**config.mk**
```make
export PLATFORM = sky130hd
export DESIGN_NAME = lpi_div_step
export DESIGN_NICKNAME = d
export VERILOG_FILES = /design/src/hdl/lpi_pkg.sv /design/src/hdl/lpi_div_step.sv
export SDC_FILE = /design/constraint.sdc
export NUM_CORES = 1
export LEC_CHECK = 0
export BUFFER_PORTS_ARGS = -buffer_cell sky130_fd_sc_hd__buf_4
export CORE_AREA = 3 3 451 453
export DETAILED_ROUTE_END_ITERATION = 10
export DIE_AREA = 0 0 454 456
export GPL_TIMING_DRIVEN = 0
export PLACE_DENSITY = 0.33
export SYNTH_ARGS = -nofsm -noshare
export SYNTH_HDL_FRONTEND = slang
export SYNTH_SLANG_ARGS = --single-unit
```
**constraint.sdc**
```tcl
create_clock -name clk -period 0.8 [get_ports clk]
set_input_delay 0.08 -clock clk [delete_from_list [all_inputs] [get_ports clk]]
set_output_delay 0.08 -clock clk [all_outputs]
set_load 0.01 [all_outputs]
```
**src/hdl/lpi_pkg.sv**
```systemverilog
// shared types and widths for the line-plane intersection pipeline
// no dependencies
package lpi_pkg;

    localparam int CW   = 32;           // coordinate width
    localparam int FB   = 16;           // fraction bits
    localparam int TW   = 17;           // threshold width
    localparam int DW   = CW + 1;       // coordinate difference
    localparam int PW   = 2 * CW + 1;   // one dot product term
    localparam int SW   = PW + 2;       // sum of three terms
    localparam int MW   = SW - 1;       // magnitude of a sum
    localparam int HW   = (MW + 1) / 2; // half of a magnitude
    localparam int PPW  = DW + HW;      // partial product
    localparam int NW   = PPW + HW + 2; // dividend
    localparam int DENW = MW + 1;       // divisor
    localparam int QB   = CW + 2;       // quotient bits kept
    localparam int HWID = CW + 4;       // sum before saturation

    typedef struct packed {
        logic signed [CW-1:0] plane_point_x;
        logic signed [CW-1:0] plane_point_y;
        logic signed [CW-1:0] plane_point_z;
        logic signed [CW-1:0] normal_x;
        logic signed [CW-1:0] normal_y;
        logic signed [CW-1:0] normal_z;
        logic signed [CW-1:0] start_x;
        logic signed [CW-1:0] start_y;
        logic signed [CW-1:0] start_z;
        logic signed [CW-1:0] end_x;
        logic signed [CW-1:0] end_y;
        logic signed [CW-1:0] end_z;
    } lpi_item_t;

    typedef struct packed {
        logic signed [CW-1:0] hit_x;
        logic signed [CW-1:0] hit_y;
        logic signed [CW-1:0] hit_z;
        logic                 is_parallel;
        logic                 overflowed;
    } lpi_result_t;

    typedef struct packed {
        logic                 valid;
        logic                 par;
        logic                 neg;
        logic [MW-1:0]        dp_mag;
        logic [MW-1:0]        num_mag;
        logic [2:0][DW-1:0]   v;
        logic [2:0][CW-1:0]   s;
    } lpi_dot_t;

    typedef struct packed {
        logic                 valid;
        logic                 par;
        logic [2:0]           neg;
        logic [2:0]           big;
        logic [2:0][CW-1:0]   s;
        logic [DENW-1:0]      den;
        logic [2:0][DENW-1:0] rem;
        logic [2:0][QB-1:0]   low;
        logic [2:0][QB-1:0]   quo;
    } lpi_div_t;

endpackage

```
**src/hdl/lpi_div_step.sv**
```systemverilog
// one restoring division step for three lanes, registered
// depends on lpi_pkg
module lpi_div_step
(
    input  logic              clk,
    input  logic              rst_n,
    input  lpi_pkg::lpi_div_t d_in,
    output lpi_pkg::lpi_div_t d_out
);

    logic                          valid_reg;
    lpi_pkg::lpi_div_t             data_reg;
    lpi_pkg::lpi_div_t             data_next;
    logic [lpi_pkg::DENW:0]        trial;
    logic                          qbit;

    always_comb
    begin
        data_next = d_in;
        trial     = '0;
        qbit      = 1'b0;
        for (int i = 0; i < 3; i++)
        begin
            trial = {d_in.rem[i], d_in.low[i][lpi_pkg::QB-1]};
            qbit  = (trial >= {1'b0, d_in.den});
            if (qbit)
            begin
                trial = trial - {1'b0, d_in.den};
            end
            data_next.rem[i] = trial[lpi_pkg::DENW-1:0];
            data_next.low[i] = {d_in.low[i][lpi_pkg::QB-2:0], 1'b0};
            data_next.quo[i] = {d_in.quo[i][lpi_pkg::QB-2:0], qbit};
        end
    end

    always_ff @(posedge clk or negedge rst_n)
    begin
        if (!rst_n)
        begin
            valid_reg <= 1'b0;
        end
        else
        begin
            valid_reg <= d_in.valid;
        end
    end

    always_ff @(posedge clk)
    begin
        data_reg <= data_next;
    end

    always_comb
    begin
        d_out       = data_reg;
        d_out.valid = valid_reg;
    end

endmodule

```
After elaboration in Yosys (flattened, before gate mapping)
Cells that the tools add are included.
{"block": "word_totals", "regBits": 573, "latch_bits": 0, "ramBits": 0, "rom_bits": 0, "in_bits": 578, "out_inout_bits": 576, "word_cells": 26, "n_memories": 0}
{"block": "classes", "n_addsub": 3, "n_mul": 0, "div_mod_pow": 0, "order_cmp": 3, "n_eq_ne": 0, "shifts": 0, "n_mux": 3, "bitwise": 0, "reduce_logical": 0}
{"cell": "68-bit by 67-bit greater-or-equal comparator with 1-bit output", "count": 3}
{"cell": "67-bit two-way mux", "count": 3}
{"cell": "67-bit subtractor", "count": 3}

Depth between registers and ports, before layout
{"block": "depth", "depth_word": 2, "mapped_depth": 17}

Worst setup path after synthesis
Ideal clock, no wire load.
{"block": "synth_path", "kind": "input -> register", "startpoint": "input d_in[203] in the netlist's numbering", "endpoint": "register data_reg (netlist bit d_out[339])", "arrival_ps": 2791, "t_required_ps": 677, "setup_slack_ps": -2115, "stages": 15, "path_buffers": 2, "path_cell_list": "inv_1 > ha_1 > inv_1 > fa_1 > a21oi_1 > o211ai_2 > a211oi_4 > o21ai_1 > o211ai_1 > nand2_1 > a21oi_2 > o211a_1 > buf_6 > buf_6 > mux2_1"}
{"element": "start: declaration", "line": "lpi_div_step.sv:7", "text": "input lpi_pkg::lpi_div_t d_in,"}
{"element": "end signal: assignment", "line": "lpi_div_step.sv:50", "text": "data_reg <= data_next;"}
{"element": "end: declaration", "line": "lpi_div_step.sv:12", "text": "lpi_pkg::lpi_div_t data_reg;"}

==> summary.md <==
| Metric | Value |
|---|---|
| Count of unique library cells instantiated by Yosys | `91` |
| Routed vias/inst | `3.92` |
| Total Die Area | `207000 sq um` |
| Post-synthesis instance area | `26200 sq um` |
| Worst hold stages | `1` |
| Most common flop cell mapped by yosys | `sky130_fd_sc_hd__dfxtp_1` |
| Static leakage | `0.0229 uW` |
| Worst slew margin relative to its limit | `43.9%` |
| Vias in the first global route | `31300` |
| Number of max-slew violations in the final report | `0` |
| Origin of the worst setup path | `d_in[266]` |
| Max-Cap Viols | `0` |
| Initial antenna violation count | `83` |
| Met2 global-route usage | `39.2%` |
| Critical Path RT | `1.32 ns` |
| Crit-path most repeated cell | `sky130_fd_sc_hd__buf_12` |
| Total power after layout | `107000 uW` |
| Number of synthesized register bits | `573` |
| Highest-delay cell along the critical path | `sky130_fd_sc_hd__dlygate4sd3_1` |
| Portion of the clock cycle consumed by the worst path in the final layout | `356%` |
| Total vias in the final route | `30100` |
| Setup violators final | `778` |
| Rows | `164` |
| Average instance area after synthesis | `9.28 sq um` |
| Flip-flop count of the largest register, all copies and words added | `572` |
| M3 GR Usage | `3.63%` |
| Average detailed-routed wire length per instance | `27.7 um` |
| PortBufs | `1147` |
| Delay of the slowest cell on the worst path | `0.62 ns` |
| TritonCTS clock tree | `done` |
| Routability cong. | `0.859` |
| All-layer global routing usage | `19.7%` |
| First-iteration detailed-routing DRC count | `1280` |
| Num CTS Buffers | `81` |
| Violated checks | `hold timing, setup timing` |
| PwrDens | `2040 nW/um^2` |
| Count of nets after finishing | `5685` |
| Core Box Area | `200000 sq um` |
| IR Drop Worst-Case VDD | `1550 uV` |
| Number of placed instances with taps included | `6634` |
| Fraction of layout instances using a drive strength above 1 | `38.5%` |
| Crit start category | `input pin` |
| Min-Delay Startpoint | `d_in[406]` |
| Most common cell after layout, fill and taps aside | `sky130_fd_sc_hd__buf_4` |
| CTS H-tree depth | `3` |
| Top cells by area, synth | `sky130_fd_sc_hd__dfxtp_1 44%, sky130_fd_sc_hd__ha_1 9.6%, sky130_fd_sc_hd__nand2_1 4.5%` |
| Antenna-violating nets left | `0` |
| Worst Setup Slack, final | `-2.05 ns` |
| Clock period minus worst slack | `2.85 ns` |
| Number of design rule violations left after detail routing | `0` |
| Async S/R FF share, synth | `0.175%` |
| Result of the run | `complete, but fails checks` |
| Top cell type by total area after synthesis | `sky130_fd_sc_hd__dfxtp_1` |
| Number of detailed-route iterations in the first pass | `5` |
| Post-route non-filler standard cell count | `7668` |
| Total gr overflow | `0` |
| Die height | `456 um` |
| Hold Fails Final Rpt | `72` |
| Dpl hpwl | `177 mm` |
| Post-synth EDFFs | `0` |
| Clk Tree Root Cell | `sky130_fd_sc_hd__clkbuf_16` |
| Highest attainable clock frequency | `0.351 GHz` |
| Share of the synthesized area in the top cell type | `43.6%` |
| Data arrival at the endpoint of the critical path | `3.37 ns` |
| Largest net degree at the start of global routing | `13` |
| Area growth, synth to finish | `100%` |
| Type of the setup path with the least slack | `input pin to register` |
| Class of the tightest hold or removal check | `input pin to register` |
| Highest fanout seen on the critical path | `10` |
| Horiz. Die Dim | `454 um` |
| Number of buffers on the longest clock path | `3` |
| Capture endpoint of the worst hold path | `d_out[406]` |
| Fraction of the yosys area taken by sequential cells | `43.7%` |
| Count of warnings emitted by yosys | `0` |
| Wire length of the first global-routing pass | `276 mm` |
| Total negative slack | `-624.37 ns` |
| Initial cell density of the core | `13.1%` |
| Final Routed Wirelength | `213 mm` |
| Most frequent cells in the layout | `1232 x sky130_fd_sc_hd__buf_4, 756 x sky130_fd_sc_hd__dlygate4sd3_1, 572 x sky130_fd_sc_hd__dfxtp_1` |
| Worst Hold Margin | `-0.492 ns` |
| Fraction of met1 tracks used by global routing | `18.1%` |
| Unrepaired setup endpoints after global routing | `yes` |
| Cells along the critical path | `buf_4 -> dlygate4sd3_1 -> ha_1 -> nand4_1 -> buf_4 -> nor3_4 -> nand3_2 -> o21ai_2 -> nor3_1 -> a21oi_1 -> o21ai_4 -> buf_12 -> buf_12 -> buf_12 -> nand2_1 -> o21ai_1` |
| Number of placed I/O pins | `1154` |
| GR peak layer | `met2` |
| Clock net sink count | `573` |
| Least-Margin Pin Slew | `0.833 ns` |
| Count of mapped cells out of synthesis | `2829` |
| Clock input transition at the sequential cells of the worst setup and hold paths | `0.06 ns` |
| Sort of element at the end of the critical path | `register` |
power breakdown:
part	total, uW	switching [uW]	internal, uW
Sequential	33100	1210	31900
Clock	38700	15900	22800
Combinational	35200	18800	16400
cell usage after synthesis (36+ instances only):
library cell                 n
sky130_fd_sc_hd__nor3_1     42
sky130_fd_sc_hd__o21ai_1    36
sky130_fd_sc_hd__inv_1     124
sky130_fd_sc_hd__o21bai_1   40
sky130_fd_sc_hd__dfxtp_1   572
sky130_fd_sc_hd__ha_1      201
sky130_fd_sc_hd__a21o_1    111
sky130_fd_sc_hd__a21oi_1   229
sky130_fd_sc_hd__nand3_1    43
sky130_fd_sc_hd__nor2_1    132
sky130_fd_sc_hd__nand2_1   317
sky130_fd_sc_hd__o21ai_0   231
sky130_fd_sc_hd__mux2_2     41
sky130_fd_sc_hd__xnor2_1   108
sky130_fd_sc_hd__xor2_1     79
sky130_fd_sc_hd__clkbuf_1   59
sky130_fd_sc_hd__nand4_1    70
worst max path at each step:
stage	endpoint	slack, ns
CTS	d_out[339]	-2.10
global placement	d_out[402]	-4.38
global route	d_out[329]	-2.05
finish	d_out[268]	-2.05
detailed placement	d_out[402]	-4.34
floorplan	d_out[270]	-1.91
worst max-delay path: cells and delay by family:
kind / cells / cell delay [ns]
simple gates: 5 / 0.74
compound gates: 4 / 0.63
fa+ha+maj: 1 / 0.42
buf+inv: 6 / 1.44
timing repair:
action | CTS | global route
setup buffers | 80 | 36
endpoints found under the hold margin | 571 | 112
resized for setup | 373 | 168
pin swaps | 62 | 62
hold buffers | 719 | 44
setup endpoints to repair | 777 | 777
gates cloned | 6 | 1
final cells by class:
| type | instances | area, sq um |
|---|---|---|
| fillers | 21600 | 147000 |
| flip-flops and latches | 573 | 11500 |
| clock inverters | 44 | 578 |
| inverters | 126 | 676 |
| repair buffers | 2024 | 17600 |
| plain buffers | 87 | 811 |
| multi-input cells | 2010 | 15700 |
| well taps | 2656 | 3320 |
| diodes | 47 | 118 |
| clock buffers | 101 | 2220 |
stage by stage:
stage / hold WS [ns] / util, % / setup WS (ns) / instance area (sq um)
6_report: -0.492 / 26.3 / -2.05 / 52600
4_1_cts: -0.582 / 25.6 / -2.10 / 51100
2_1_floorplan: -0.216 / - / -1.91 / 26600
3_5_place_dp: -0.138 / 19.3 / -4.34 / 38500
5_1_grt: -0.552 / 26.3 / -2.05 / 52500
3_3_place_gp: -0.140 / 19.3 / -4.38 / 38500
layer usage:
metal / share of wire [%] / vias up
met4: 6.9 / 16
met3: 5.0 / 343
met5: 0.051 / -
met1: 33 / 14400
met2: 55 / 1030
li1: - / 14300
kinds of logic (layout without fill, tap and decap cells):
kind of cell | count (synthesis) | after routing | synth area share [%]
buffers and inverters | 248 | 2382 | 4.36
adders and majority gates | 204 | 204 | 9.81
DFF | 573 | 573 | 43.7
other | 1 | 50 | 0.0143
muxes | 73 | 73 | 3.52
AOI/OAI and AO/OA | 845 | 845 | 20.2
xor gates and xnor gates | 187 | 187 | 6.24
and+or+nand+nor | 698 | 698 | 12.1
Power figures use the tool's default switching activity.
